$ cat src/pbs_pkg.sv
// ----------------------------------------------------------------------------
// pbs_pkg
// Shared types and constants of the palette blink scheduler: table size,
// operation and mode codes, the stored light record and the mode write bundle.
// ----------------------------------------------------------------------------
package pbs_pkg;

	localparam int MAX_LIGHTS = 16;
	localparam int IDX_W      = (MAX_LIGHTS > 1) ? $clog2(MAX_LIGHTS) : 1;
	localparam int MAX_RESULTS = 16;
	localparam int RES_W      = $clog2(MAX_RESULTS + 1);

	localparam int SLOT_W  = 4;
	localparam int PIDX_W  = 8;
	localparam int COLOR_W = 24;
	localparam int TICK_W  = 16;

	typedef enum logic [1:0] {
		KIND_ADD    = 2'd0,
		KIND_DELETE = 2'd1,
		KIND_UPDATE = 2'd2,
		KIND_TICK   = 2'd3
	} kind_t;

	typedef enum logic [1:0] {
		MODE_FREE = 2'd0,
		MODE_OFF  = 2'd1,
		MODE_ON   = 2'd2,
		MODE_RSVD = 2'd3
	} mode_t;

	typedef logic [IDX_W-1:0] idx_t;

	// One light as kept in the record memory. The mode lives in flops.
	typedef struct packed {
		logic [TICK_W-1:0]  count;
		logic [TICK_W-1:0]  on_dur;
		logic [TICK_W-1:0]  off_dur;
		logic [PIDX_W-1:0]  target;
		logic [COLOR_W-1:0] lit;
		logic [COLOR_W-1:0] dark;
	} light_rec_t;

	typedef struct packed {
		logic  en;
		idx_t  idx;
		mode_t mode;
	} mode_wr_t;

endpackage

$ cat src/palette_blink_scheduler.sv
// ----------------------------------------------------------------------------
// palette_blink_scheduler
// Table of blinking lights that drive palette entries. Add, delete and update
// act on one slot; tick walks the record memory one slot per cycle and
// reports each light that switches as a palette write.
//
//   channel   handshake                  payload
//   command   start / busy               kind, slot, target_index, on_color,
//                                        off_color, on_ticks, off_ticks
//   result    result_strobe (one cycle)  failed, result_slot, write_valid,
//                                        palette_index, palette_color, last
//
// Add, delete and update: busy stays low, the single result appears in the
// cycle after the command, and a new command may follow at once.
// Tick: busy while the record memory is read once per slot, then through the
// tail state (the last slot's write-back) and the flush state; its results
// trail the scan by one entry so the final one can carry last.
// Reset clears all slots to free; the record memory needs no clearing.
// The receiver takes every result in its strobe cycle and cannot stall.
// ----------------------------------------------------------------------------
module palette_blink_scheduler
	import pbs_pkg::*;
(
	input  logic               clk,
	input  logic               arst_n,
	input  logic               start,
	output logic               busy,
	input  logic [1:0]         kind,
	input  logic [SLOT_W-1:0]  slot,
	input  logic [PIDX_W-1:0]  target_index,
	input  logic [COLOR_W-1:0] on_color,
	input  logic [COLOR_W-1:0] off_color,
	input  logic [TICK_W-1:0]  on_ticks,
	input  logic [TICK_W-1:0]  off_ticks,
	output logic               result_strobe,
	output logic               failed,
	output logic [SLOT_W-1:0]  result_slot,
	output logic               write_valid,
	output logic [PIDX_W-1:0]  palette_index,
	output logic [COLOR_W-1:0] palette_color,
	output logic               last
);

	typedef struct packed {
		logic               failed;
		logic [SLOT_W-1:0]  slot;
		logic               wv;
		logic [PIDX_W-1:0]  index;
		logic [COLOR_W-1:0] color;
	} result_t;

	typedef enum logic [3:0] {
		ST_IDLE  = 4'b0001,
		ST_ISSUE = 4'b0010,
		ST_TAIL  = 4'b0100,
		ST_FLUSH = 4'b1000
	} state_t;

	state_t     state_q;
	idx_t       rd_idx_q;
	logic       valid_s1;
	idx_t       idx_s1;
	logic       pend_valid_q;
	result_t    pend_q;
	logic [RES_W-1:0] res_cnt_q;
	result_t    out_q;
	logic       strobe_q;
	logic       last_q;

	logic       accept;
	logic       cmd_tick;
	idx_t       cmd_idx;
	logic       slot_in_range;
	mode_t      cmd_mode;
	mode_t      scan_mode;
	logic       free_found;
	idx_t       free_idx;
	light_rec_t new_rec;

	result_t    cmd_res;
	logic       cmd_we;
	idx_t       cmd_addr;
	mode_wr_t   cmd_mode_wr;

	light_rec_t rec_s1;
	logic       used_s1;
	logic [TICK_W:0] count_inc_s1;
	logic [TICK_W-1:0] dur_s1;
	logic       switch_s1;
	light_rec_t wb_rec_s1;
	mode_t      next_mode_s1;
	result_t    tick_res_s1;
	logic       capture_s1;

	logic       ram_we;
	idx_t       ram_wr_addr;
	light_rec_t ram_wr_data;
	mode_wr_t   mode_wr;

	assign busy     = (state_q != ST_IDLE);
	assign accept   = start && !busy;
	assign cmd_tick = (kind_t'(kind) == KIND_TICK);
	assign cmd_idx  = IDX_W'(slot);
	assign slot_in_range = (32'(slot) < 32'(MAX_LIGHTS));

	pbs_mode_table u_mode_table (
		.clk        (clk),
		.arst_n     (arst_n),
		.wr         (mode_wr),
		.cmd_idx    (cmd_idx),
		.scan_idx   (idx_s1),
		.cmd_mode   (cmd_mode),
		.scan_mode  (scan_mode),
		.free_found (free_found),
		.free_idx   (free_idx)
	);

	pbs_light_ram u_light_ram (
		.clk     (clk),
		.we      (ram_we),
		.wr_addr (ram_wr_addr),
		.wr_data (ram_wr_data),
		.re      (state_q == ST_ISSUE),
		.rd_addr (rd_idx_q),
		.rd_data (rec_s1)
	);

	// Single-slot commands.
	always_comb begin
		new_rec.count   = '0;
		new_rec.on_dur  = on_ticks;
		new_rec.off_dur = off_ticks;
		new_rec.target  = target_index;
		new_rec.lit     = on_color;
		new_rec.dark    = off_color;

		cmd_res         = '0;
		cmd_res.failed  = 1'b1;
		cmd_we          = 1'b0;
		cmd_addr        = cmd_idx;
		cmd_mode_wr     = '0;
		cmd_mode_wr.idx = cmd_idx;
		cmd_mode_wr.mode = MODE_FREE;

		case (kind_t'(kind))
			KIND_ADD: begin
				if (free_found) begin
					cmd_res.failed   = 1'b0;
					cmd_res.slot     = SLOT_W'(free_idx);
					cmd_res.wv       = 1'b1;
					cmd_res.index    = target_index;
					cmd_res.color    = off_color;
					cmd_we           = accept;
					cmd_addr         = free_idx;
					cmd_mode_wr.en   = accept;
					cmd_mode_wr.idx  = free_idx;
					cmd_mode_wr.mode = MODE_OFF;
				end
			end
			KIND_DELETE: begin
				if (slot_in_range && cmd_mode != MODE_FREE) begin
					cmd_res.failed   = 1'b0;
					cmd_res.slot     = slot;
					cmd_mode_wr.en   = accept;
					cmd_mode_wr.mode = MODE_FREE;
				end
			end
			KIND_UPDATE: begin
				if (slot_in_range && cmd_mode != MODE_FREE) begin
					cmd_res.failed = 1'b0;
					cmd_res.slot   = slot;
					cmd_res.wv     = 1'b1;
					cmd_res.index  = target_index;
					cmd_res.color  = (cmd_mode == MODE_ON) ? on_color : off_color;
					cmd_we         = accept;
				end
			end
			default: begin
				cmd_res = '0;
			end
		endcase
	end

	// Tick scan, second stage: the record of idx_s1 has just been read.
	always_comb begin
		used_s1      = valid_s1 && (scan_mode == MODE_OFF || scan_mode == MODE_ON);
		count_inc_s1 = {1'b0, rec_s1.count} + (TICK_W + 1)'(1);
		dur_s1       = (scan_mode == MODE_OFF) ? rec_s1.off_dur : rec_s1.on_dur;
		switch_s1    = used_s1 && (count_inc_s1 >= {1'b0, dur_s1});

		wb_rec_s1       = rec_s1;
		wb_rec_s1.count = switch_s1 ? '0 : count_inc_s1[TICK_W-1:0];
		next_mode_s1    = (scan_mode == MODE_OFF) ? MODE_ON : MODE_OFF;

		tick_res_s1.failed = 1'b0;
		tick_res_s1.slot   = SLOT_W'(idx_s1);
		tick_res_s1.wv     = 1'b1;
		tick_res_s1.index  = rec_s1.target;
		tick_res_s1.color  = (scan_mode == MODE_OFF) ? rec_s1.lit : rec_s1.dark;

		capture_s1 = switch_s1 && (32'(res_cnt_q) < 32'(MAX_RESULTS));
	end

	// Commands and the scan never overlap, so one write port serves both.
	always_comb begin
		if (valid_s1) begin
			ram_we       = used_s1;
			ram_wr_addr  = idx_s1;
			ram_wr_data  = wb_rec_s1;
			mode_wr.en   = switch_s1;
			mode_wr.idx  = idx_s1;
			mode_wr.mode = next_mode_s1;
		end else begin
			ram_we      = cmd_we;
			ram_wr_addr = cmd_addr;
			ram_wr_data = new_rec;
			mode_wr     = cmd_mode_wr;
		end
	end

	always_ff @(posedge clk or negedge arst_n) begin
		if (!arst_n) begin
			state_q  <= ST_IDLE;
			rd_idx_q <= '0;
			valid_s1 <= 1'b0;
		end else begin
			valid_s1 <= (state_q == ST_ISSUE);
			case (state_q)
				ST_IDLE: begin
					rd_idx_q <= '0;
					if (accept && cmd_tick) begin
						state_q <= ST_ISSUE;
					end
				end
				ST_ISSUE: begin
					rd_idx_q <= rd_idx_q + IDX_W'(1);
					if (rd_idx_q == IDX_W'(MAX_LIGHTS - 1)) begin
						state_q <= ST_TAIL;
					end
				end
				ST_TAIL: begin
					state_q <= ST_FLUSH;
				end
				ST_FLUSH: begin
					state_q <= ST_IDLE;
				end
				default: begin
					state_q <= ST_IDLE;
				end
			endcase
		end
	end

	always_ff @(posedge clk) begin
		idx_s1 <= rd_idx_q;
	end

	// A switching light's write is held back one entry so that the final
	// transaction of a tick is known when it leaves and can carry last.
	always_ff @(posedge clk or negedge arst_n) begin
		if (!arst_n) begin
			strobe_q     <= 1'b0;
			pend_valid_q <= 1'b0;
			res_cnt_q    <= '0;
		end else begin
			strobe_q <= 1'b0;
			if (accept) begin
				res_cnt_q    <= '0;
				pend_valid_q <= 1'b0;
				strobe_q     <= !cmd_tick;
			end else if (capture_s1) begin
				strobe_q     <= pend_valid_q;
				pend_valid_q <= 1'b1;
				res_cnt_q    <= res_cnt_q + RES_W'(1);
			end else if (state_q == ST_FLUSH) begin
				strobe_q     <= 1'b1;
				pend_valid_q <= 1'b0;
			end
		end
	end

	always_ff @(posedge clk) begin
		if (accept) begin
			out_q  <= cmd_res;
			last_q <= 1'b1;
		end else if (capture_s1) begin
			out_q  <= pend_q;
			last_q <= 1'b0;
			pend_q <= tick_res_s1;
		end else if (state_q == ST_FLUSH) begin
			out_q  <= pend_valid_q ? pend_q : '0;
			last_q <= 1'b1;
		end
	end

	assign result_strobe = strobe_q;
	assign failed        = out_q.failed;
	assign result_slot   = out_q.slot;
	assign write_valid   = out_q.wv;
	assign palette_index = out_q.index;
	assign palette_color = out_q.color;
	assign last          = last_q;

endmodule

$ cat src/pbs_light_ram.sv
// ----------------------------------------------------------------------------
// pbs_light_ram
// Record memory of the light table: one write port, one read port with
// registered read data.
// ----------------------------------------------------------------------------
module pbs_light_ram
	import pbs_pkg::*;
(
	input  logic       clk,
	input  logic       we,
	input  idx_t       wr_addr,
	input  light_rec_t wr_data,
	input  logic       re,
	input  idx_t       rd_addr,
	output light_rec_t rd_data
);

	light_rec_t mem [MAX_LIGHTS];
	light_rec_t rd_data_q;

	always_ff @(posedge clk) begin
		if (we) begin
			mem[wr_addr] <= wr_data;
		end
	end

	always_ff @(posedge clk) begin
		if (re) begin
			rd_data_q <= mem[rd_addr];
		end
	end

	assign rd_data = rd_data_q;

endmodule

$ cat src/pbs_mode_table.sv
// ----------------------------------------------------------------------------
// pbs_mode_table
// Per-slot mode flags, cleared to free at reset. Gives the mode of the
// command slot, the mode of the slot under scan, and the lowest free slot.
// ----------------------------------------------------------------------------
module pbs_mode_table
	import pbs_pkg::*;
(
	input  logic     clk,
	input  logic     arst_n,
	input  mode_wr_t wr,
	input  idx_t     cmd_idx,
	input  idx_t     scan_idx,
	output mode_t    cmd_mode,
	output mode_t    scan_mode,
	output logic     free_found,
	output idx_t     free_idx
);

	mode_t mode_q [MAX_LIGHTS];

	always_ff @(posedge clk or negedge arst_n) begin
		if (!arst_n) begin
			for (int i = 0; i < MAX_LIGHTS; i++) begin
				mode_q[i] <= MODE_FREE;
			end
		end else if (wr.en) begin
			mode_q[wr.idx] <= wr.mode;
		end
	end

	// Index codes past the table end read as free when the size is not a
	// power of two.
	always_comb begin
		cmd_mode  = MODE_FREE;
		scan_mode = MODE_FREE;
		if (32'(cmd_idx) < 32'(MAX_LIGHTS)) begin
			cmd_mode = mode_q[cmd_idx];
		end
		if (32'(scan_idx) < 32'(MAX_LIGHTS)) begin
			scan_mode = mode_q[scan_idx];
		end
	end

	// Walking down from the top leaves the lowest free slot selected.
	always_comb begin
		free_found = 1'b0;
		free_idx   = '0;
		for (int i = MAX_LIGHTS - 1; i >= 0; i--) begin
			if (mode_q[i] == MODE_FREE) begin
				free_found = 1'b1;
				free_idx   = IDX_W'(i);
			end
		end
	end

endmodule

$ cat config.mk
export PLATFORM = sky130hd
export DESIGN_NAME = palette_blink_scheduler
export DESIGN_NICKNAME = d
export VERILOG_FILES = /design/src/pbs_pkg.sv /design/src/palette_blink_scheduler.sv /design/src/pbs_light_ram.sv /design/src/pbs_mode_table.sv
export SDC_FILE = /design/constraint.sdc
export NUM_CORES = 2
export LEC_CHECK = 0
export ABC_AREA = 1
export BUFFER_PORTS_ARGS = -buffer_cell sky130_fd_sc_hd__clkbuf_2
export CELL_PAD_IN_SITES_DETAIL_PLACEMENT = 0
export CELL_PAD_IN_SITES_GLOBAL_PLACEMENT = 1
export CORE_ASPECT_RATIO = 1.1
export CORE_MARGIN = 1
export CORE_UTILIZATION = 50
export DETAILED_ROUTE_END_ITERATION = 10
export GPL_TIMING_DRIVEN = 1
export PLACE_DENSITY_LB_ADDON = 0.25
export SYNTH_ARGS = -nofsm -noshare
export SYNTH_HDL_FRONTEND = slang
export SYNTH_SLANG_ARGS = --single-unit
$ cat constraint.sdc
create_clock -name clk -period 11.66 [get_ports clk]
set_input_delay 2.332 -clock clk [delete_from_list [all_inputs] [get_ports clk]]
set_output_delay 2.332 -clock clk [all_outputs]
set_load 0.02 [all_outputs]
* After elaboration in Yosys (flattened, before gate mapping)
Memories as Yosys holds them, arrays and structs flattened. A register that Yosys moved wholly into a read port is not among the register bits. Cells that the tools add are included.
Storage, ports and cells: output and inout port bits 41, bits of input ports 97, memories 1, memory bits (writable) 1664, register bits after elaboration 127
Memories:
- u_light_ram.mem | depth 16, bits a word 104, rd ports 1, clocked after memory_dff 1, write ports 1, line pbs_light_ram.sv:18 | light_rec_t mem [MAX_LIGHTS];
Operators by class: add/subtract/negate cells 3, equal/unequal tests 14, bitwise operators 4, muxes and demuxes 84, order comparisons 6, reduce and logical (&&, ||, !) cells 33
Operators by type and width (number):
- 38-bit 2-to-1 mux | 5
- 104-bit 2-to-1 mux | 1
- 4-bit 2-to-1 mux | 22
- 33-bit case mux with 2 select lines | 1
- 24-bit 2-to-1 mux | 2
- 37-bit 2-to-1 mux | 1
- 2-bit logical NOT | 17
- 32-bit bitwise mux | 1
- 16-bit 2-to-1 mux | 2
- 1-bit 2-to-1 mux | 29
- 16-bit by 1-bit adder with 17-bit output, second input constant | 1
- 17-bit by 16-bit >= comparator with 1-bit output | 1
- 2-bit binary-select mux with 4-bit select | 2
- 5-bit >= comparator, second input constant | 3
- 5-bit 2-to-1 mux | 3
- 4-bit NOT with 5-bit output | 3
- 5-bit case mux with 3 select lines | 1
- 2-bit 2-to-1 mux | 7
- 7-bit 2-to-1 mux | 2
- 4-bit case mux with 3 select lines | 1
- 2-bit demux with 4-bit select | 1
- 2-bit == test, second input constant | 4
- 4-bit == test, second input constant | 2
- 4-bit case mux with 2 select lines | 1
- other kinds (18) | 31

* Logic depth before layout (Yosys ltp)
word-level depth 26, depth in mapped cells 27, gate-level depth less buffers 23

* By module
A second synthesis with hierarchy kept.
Unflattened totals: cell total of the unflattened synthesis 8055, area total of the unflattened synthesis 83162.3 sq um
Modules (own cells, without submodules):
- pbs_light_ram | seq. area each 53090.9 sq um, times used 1, cells an instance 6824, area each 74221.2 sq um
- palette_blink_scheduler | seq. area each 2723.9 sq um, times used 1, cells an instance 908, area each 6809.0 sq um
- pbs_mode_table | seq. area each 800.8 sq um, times used 1, cells an instance 323, area each 2132.0 sq um

* Least setup slack after synthesis
OpenSTA, ideal clock, no wires.
kind register to register, start point register state_q[3], end point register state_q[2], path slack 2333 ps, period minus slack after synthesis 9327 ps, arrival 9199 ps, setup time 128 ps, buffers on the path 0, cell stages (with the launch flop) 7, cells stage by stage dfrtp_1 -> nor2_1 -> inv_1 -> nor3_1 -> o21ai_0 -> nand3_1 -> inv_1
Between the ends: elaborated cells on any way between the ends 11
RTL lines:
- start, declared | line palette_blink_scheduler.sv:59 | state_t state_q;
- start signal, assigned | line palette_blink_scheduler.sv:223 | state_q <= ST_IDLE;
- start signal, assigned | line palette_blink_scheduler.sv:232 | state_q <= ST_ISSUE;
- start signal, assigned | line palette_blink_scheduler.sv:238 | state_q <= ST_TAIL;
- 4-bit by 2-bit == test with 1-bit output *
- named net u_light_ram.re | line pbs_light_ram.sv:13 | input logic re,
- 2-bit != test (no source line)
- 2-bit AND reduction (no source line)
The timed path passes the listed nets; every way through them passes the cells marked *. A chain may end at the register's enable or synchronous reset.

* Worst setup path after layout
start point input kind[0], end point memory u_light_ram.mem[5][77] in the netlist's numbering (enable)
Between the ends: longest elaborated chain between the ends 5, elaborated cells on any way between the ends 8
RTL lines:
- start, declared | line palette_blink_scheduler.sv:28 | input logic [1:0] kind,
- 2-bit == test or 2-bit logical NOT (tied branches) | line palette_blink_scheduler.sv:145 | case (kind_t'(kind))
- 1-bit case mux with 2 select lines | line palette_blink_scheduler.sv:145
- 1-bit 2-to-1 mux | line palette_blink_scheduler.sv:206 | if (valid_s1) begin
- 1-bit 2-to-1 mux | line pbs_light_ram.sv:22 | if (we) begin
- 1-bit 2-to-1 mux (not written as such) | line pbs_light_ram.sv:23 | mem[wr_addr] <= wr_data;
- end, declared | line pbs_light_ram.sv:18
Parallel ways exist; a longest one is shown, timed or not.

==> flow_results.xml <==
<?xml version="1.0" encoding="UTF-8"?>
<metrics>
  <group name="route">
    <metric name="dr_total_vias" unit="">48392</metric>
    <metric name="antenna_left" unit="">0</metric>
    <metric name="finalWirelength" unit="mm">211</metric>
    <metric name="number_of_detailed_route_iterations_in_the_first_pass" unit="">6</metric>
    <metric name="avgRoutedWirePerCell" unit="um">26.5</metric>
    <metric name="first_iter_violations" unit="">5319</metric>
    <metric name="remaining_drc_errors" unit="">0</metric>
    <metric name="via_per_inst" unit="">6.07</metric>
  </group>
  <group name="logic_synthesis">
    <metric name="adder_and_majority_gate_portion_of_the_synthesized_area" unit="">0.00330</metric>
    <metric name="synthesis.nets" unit="">5910</metric>
    <metric name="dominant_combinational_cell_family_by_area_after_synthesis" unit="">simple AND/OR/NAND/NOR gates</metric>
    <metric name="synth_enable_flop_cells" unit="">1842</metric>
    <metric name="mux_share_of_post_synthesis_cell_area" unit="">0.00555</metric>
    <metric name="synth_most_common_cell" unit="">edfxtp_1</metric>
    <metric name="synth_simple_gate_area_share" unit="">0.111</metric>
    <metric name="synth_ff_type" unit="">edfxtp_1</metric>
    <metric name="post_synth_most_frequent_cells" unit="">edfxtp_1 (1842), nand2_1 (1012), o21ai_0 (640), nor2_1 (482), clkbuf_1 (348)</metric>
    <metric name="netlist_top_cells_area" unit="">edfxtp_1 (73%), nand2_1 (5.0%), o21ai_0 (4.2%)</metric>
    <metric name="synth.top_cell.area_share" unit="">0.730</metric>
    <metric name="yosysWarningCount" unit="">0</metric>
    <metric name="synth_area_in_compound_gates" unit="">0.104</metric>
    <metric name="synth_cell_types" unit="">56</metric>
    <metric name="synth_xor_area_frac" unit="">0.00139</metric>
    <metric name="ys_seq_elements" unit="">1895</metric>
    <metric name="mappedNetlistArea" unit="um^2">75800</metric>
    <metric name="netlist.top_cell.by_area" unit="">edfxtp_1</metric>
    <metric name="synthesis.instances" unit="">5793</metric>
    <metric name="synth-seq-area-share" unit="">0.747</metric>
    <metric name="synthArstFlopShare" unit="">0.0253</metric>
    <metric name="synth_area_per_cell" unit="um^2">13.1</metric>
  </group>
  <group name="critical_path">
    <metric name="timing.critical_path.arrival" unit="ns">6.93</metric>
    <metric name="critical_path.startpoint_type" unit="">primary input</metric>
    <metric name="required" unit="ns">12.09</metric>
    <metric name="worstSetupEndpointType" unit="">register</metric>
    <metric name="cp_max_fo" unit="">45</metric>
    <metric name="reg2regPathDepth" unit="">20</metric>
    <metric name="reg2reg_from" unit="">idx_s1[0]</metric>
    <metric name="crit_startpoint" unit="">kind[0]</metric>
    <metric name="timing.setup.critical_path_class" unit="">in2reg</metric>
  </group>
  <group name="global_route">
    <metric name="first_global_vias" unit="">46016</metric>
    <metric name="initial_antenna_violation_count" unit="">2</metric>
    <metric name="grt_overflow" unit="">0</metric>
    <metric name="gr-usage-met3" unit="">0.0353</metric>
    <metric name="met1_usage" unit="">0.389</metric>
    <metric name="gr-max-usage-layer" unit="">met2</metric>
    <metric name="groute.usage.overall" unit="">0.273</metric>
    <metric name="grt_start_max_net_pins" unit="">183</metric>
    <metric name="grt_pass1_wl" unit="mm">309</metric>
    <metric name="met2_usage" unit="">0.444</metric>
  </group>
  <group name="sta">
    <metric name="finalSetupViolations" unit="">0</metric>
    <metric name="clock-skew-final" unit="ns">0.0358</metric>
    <metric name="setup_repair_after_global_routing_missed_its_margin" unit="">false</metric>
    <metric name="timing_hold_violations_final" unit="">0</metric>
    <metric name="worst-slew-pin-transition" unit="ns">1.27</metric>
    <metric name="fmax" unit="GHz">0.154</metric>
    <metric name="layout_min_cycle_time" unit="ns">6.50</metric>
    <metric name="max_slew_margin" unit="">0.156</metric>
    <metric name="slew_viol_final" unit="">0</metric>
    <metric name="min_period_over_period" unit="">0.558</metric>
    <metric name="final_total_negative_setup_slack" unit="ns">0</metric>
  </group>
  <group name="final_layout">
    <metric name="drive_above_1_share" unit="">0.108</metric>
    <metric name="antenna_cells" unit="">0</metric>
    <metric name="layout.cell_area.non_filler" unit="um^2">84600</metric>
    <metric name="flow.area_growth_from_synthesis" unit="%">11.7</metric>
    <metric name="layout.nets" unit="">5972</metric>
  </group>
  <group name="cts">
    <metric name="cts.repair_timing.setup_buffer_count" unit="">0</metric>
    <metric name="clk-insertion-delay-late" unit="ns">0.83</metric>
    <metric name="tritoncts" unit="">built</metric>
    <metric name="root_buffer" unit="">clkbuf_16</metric>
    <metric name="cts-htree-levels" unit="">4</metric>
    <metric name="tritoncts_buffer_count" unit="">187</metric>
    <metric name="ctsLongestPathBuffers" unit="">3</metric>
    <metric name="clock-sinks" unit="">1895</metric>
    <metric name="cts-resized-gates" unit="">0</metric>
    <metric name="clkTransAtPathRegs" unit="ns">0.06</metric>
    <metric name="post_cts_hold_buffer_count" unit="">0</metric>
  </group>
  <group name="pwr">
    <metric name="maximum_resistive_drop_on_vdd" unit="mV">0.145</metric>
    <metric name="power.density_cell_area" unit="nW/um^2">183</metric>
    <metric name="power.leakage" unit="nW">29.0</metric>
  </group>
  <group name="min_path">
    <metric name="min_path_type" unit="">reg2reg</metric>
    <metric name="source_of_the_worst_hold_timing_path" unit="">state_q[3]</metric>
    <metric name="holdPathStages" unit="">1</metric>
  </group>
  <group name="die">
    <metric name="die_height" unit="um">410</metric>
    <metric name="core-area" unit="um^2">150000</metric>
    <metric name="die-area" unit="um^2">153000</metric>
    <metric name="dieWidth" unit="um">373</metric>
    <metric name="start_util" unit="">0.504</metric>
    <metric name="placementRows" unit="">149</metric>
    <metric name="floorplan.io_pins" unit="">138</metric>
  </group>
  <group name="job">
    <metric name="max-cap-violations" unit="">0</metric>
  </group>
  <group name="placement">
    <metric name="portBuffers" unit="">137</metric>
    <metric name="dpl-instance-area" unit="um^2">78700</metric>
    <metric name="gpl.final_weighted_congestion" unit="">0.830</metric>
    <metric name="dp.final_hpwl" unit="mm">104</metric>
  </group>
  <group name="run_status">
    <metric name="outcome" unit="">finished clean</metric>
  </group>
</metrics>
==> per-stage QoR <==
stage          setup WS (ns)  hold slack (ns)  cells  power [mW]   util
6_report                5.16            0.471   7968        15.5  0.563
4_1_cts                 5.17            0.469   7968        15.5  0.563
2_1_floorplan           2.33            0.345   5793        9.09      -
3_5_place_dp            4.31            0.450   7629        9.71  0.524
3_3_place_gp            4.35            0.431   7629        9.69  0.524
5_1_grt                 4.91            0.488   7968        15.9  0.563
==> cell type report <==
type | count | area (um^2)
fillers | 12187 | 65700
flip-flops and latches | 1895 | 56600
multi-input cells | 3364 | 17200
clock buffers | 242 | 5020
well taps | 1963 | 2460
repair buffers | 257 | 1760
clock inverters | 97 | 895
inverters | 150 | 616
==> critical path: stages <==
cell,delay (ns)
clkbuf_2,0.11
nor2_1,0.17
inv_1,0.14
a31oi_4,0.82
clkinv_4,0.17
nor2_1,0.17
nand2_1,0.08
nand2_1,0.07
buf_4,0.28
nand4_4,0.16
nor2_4,0.75
buf_4,0.76
buf_4,0.82
==> flip-flops by register name, summed over array words and instances, names as in the netlist <==
register	flops
u_light_ram.rd_data	104
pend_q	36
pend_valid_q	1
u_light_ram.mem	1664
res_cnt_q	5
write_valid	1
palette_index	8
rd_idx_q	4
valid_s1	1
idx_s1	4
last	1
result_slot	4
state_q	4
failed	1
result_strobe	1
u_mode_table.mode_q	32
palette_color	24
==> final timing paths <==
kind / end / slack (ns)
worst max register to register: palette_index[2] / 5.51
worst min register to register: state_q[3] / 0.47
worst min-delay path: state_q[3] / 0.47
worst max-delay path: u_light_ram.mem[5][77] / 5.16
max in group asynchronous: valid_s1 / 9.46
min in group asynchronous: state_q[2] / 1.65
==> cell families after synthesis <==
kind of cell             after synthesis
AO/OA/AOI/OAI                       1352
XOR/XNOR                              12
adder cells (fa/ha/maj)               20
buffers and inverters                534
flip-flops                          1895
multiplexers                          39
AND/OR/NAND/NOR                     1941
==> per-layer routing <==
metal	vias to the layer above	wire, um
met3	319	14900
met4	2	4830
met5	-	14
li1	21657	-
met2	2000	101000
met1	24414	90000
==> layout by cell type, fill, tap and decap left out, drive strengths merged, types with 47 or more instances in the layout <==
master,synthesis,final
a221oi,118,118
o22ai,143,143
nand3,272,272
nor2,496,496
nand2,1024,1024
dfrtp,47,47
o221ai,90,90
clkinv,9,79
buf,36,120
o21ai,678,678
a21oi,287,287
clkbuf,348,379
inv,141,148
edfxtp,1842,1842
nand4,129,129
==> power breakdown <==
| part | total, mW | internal [mW] | switching (mW) |
|---|---|---|---|
| registers | 7.88 | 7.79 | 0.0963 |
| clock network | 5.89 | 3.38 | 2.51 |
| logic | 1.70 | 0.421 | 1.28 |
Note: power is estimated with default switching activity, not from simulation.
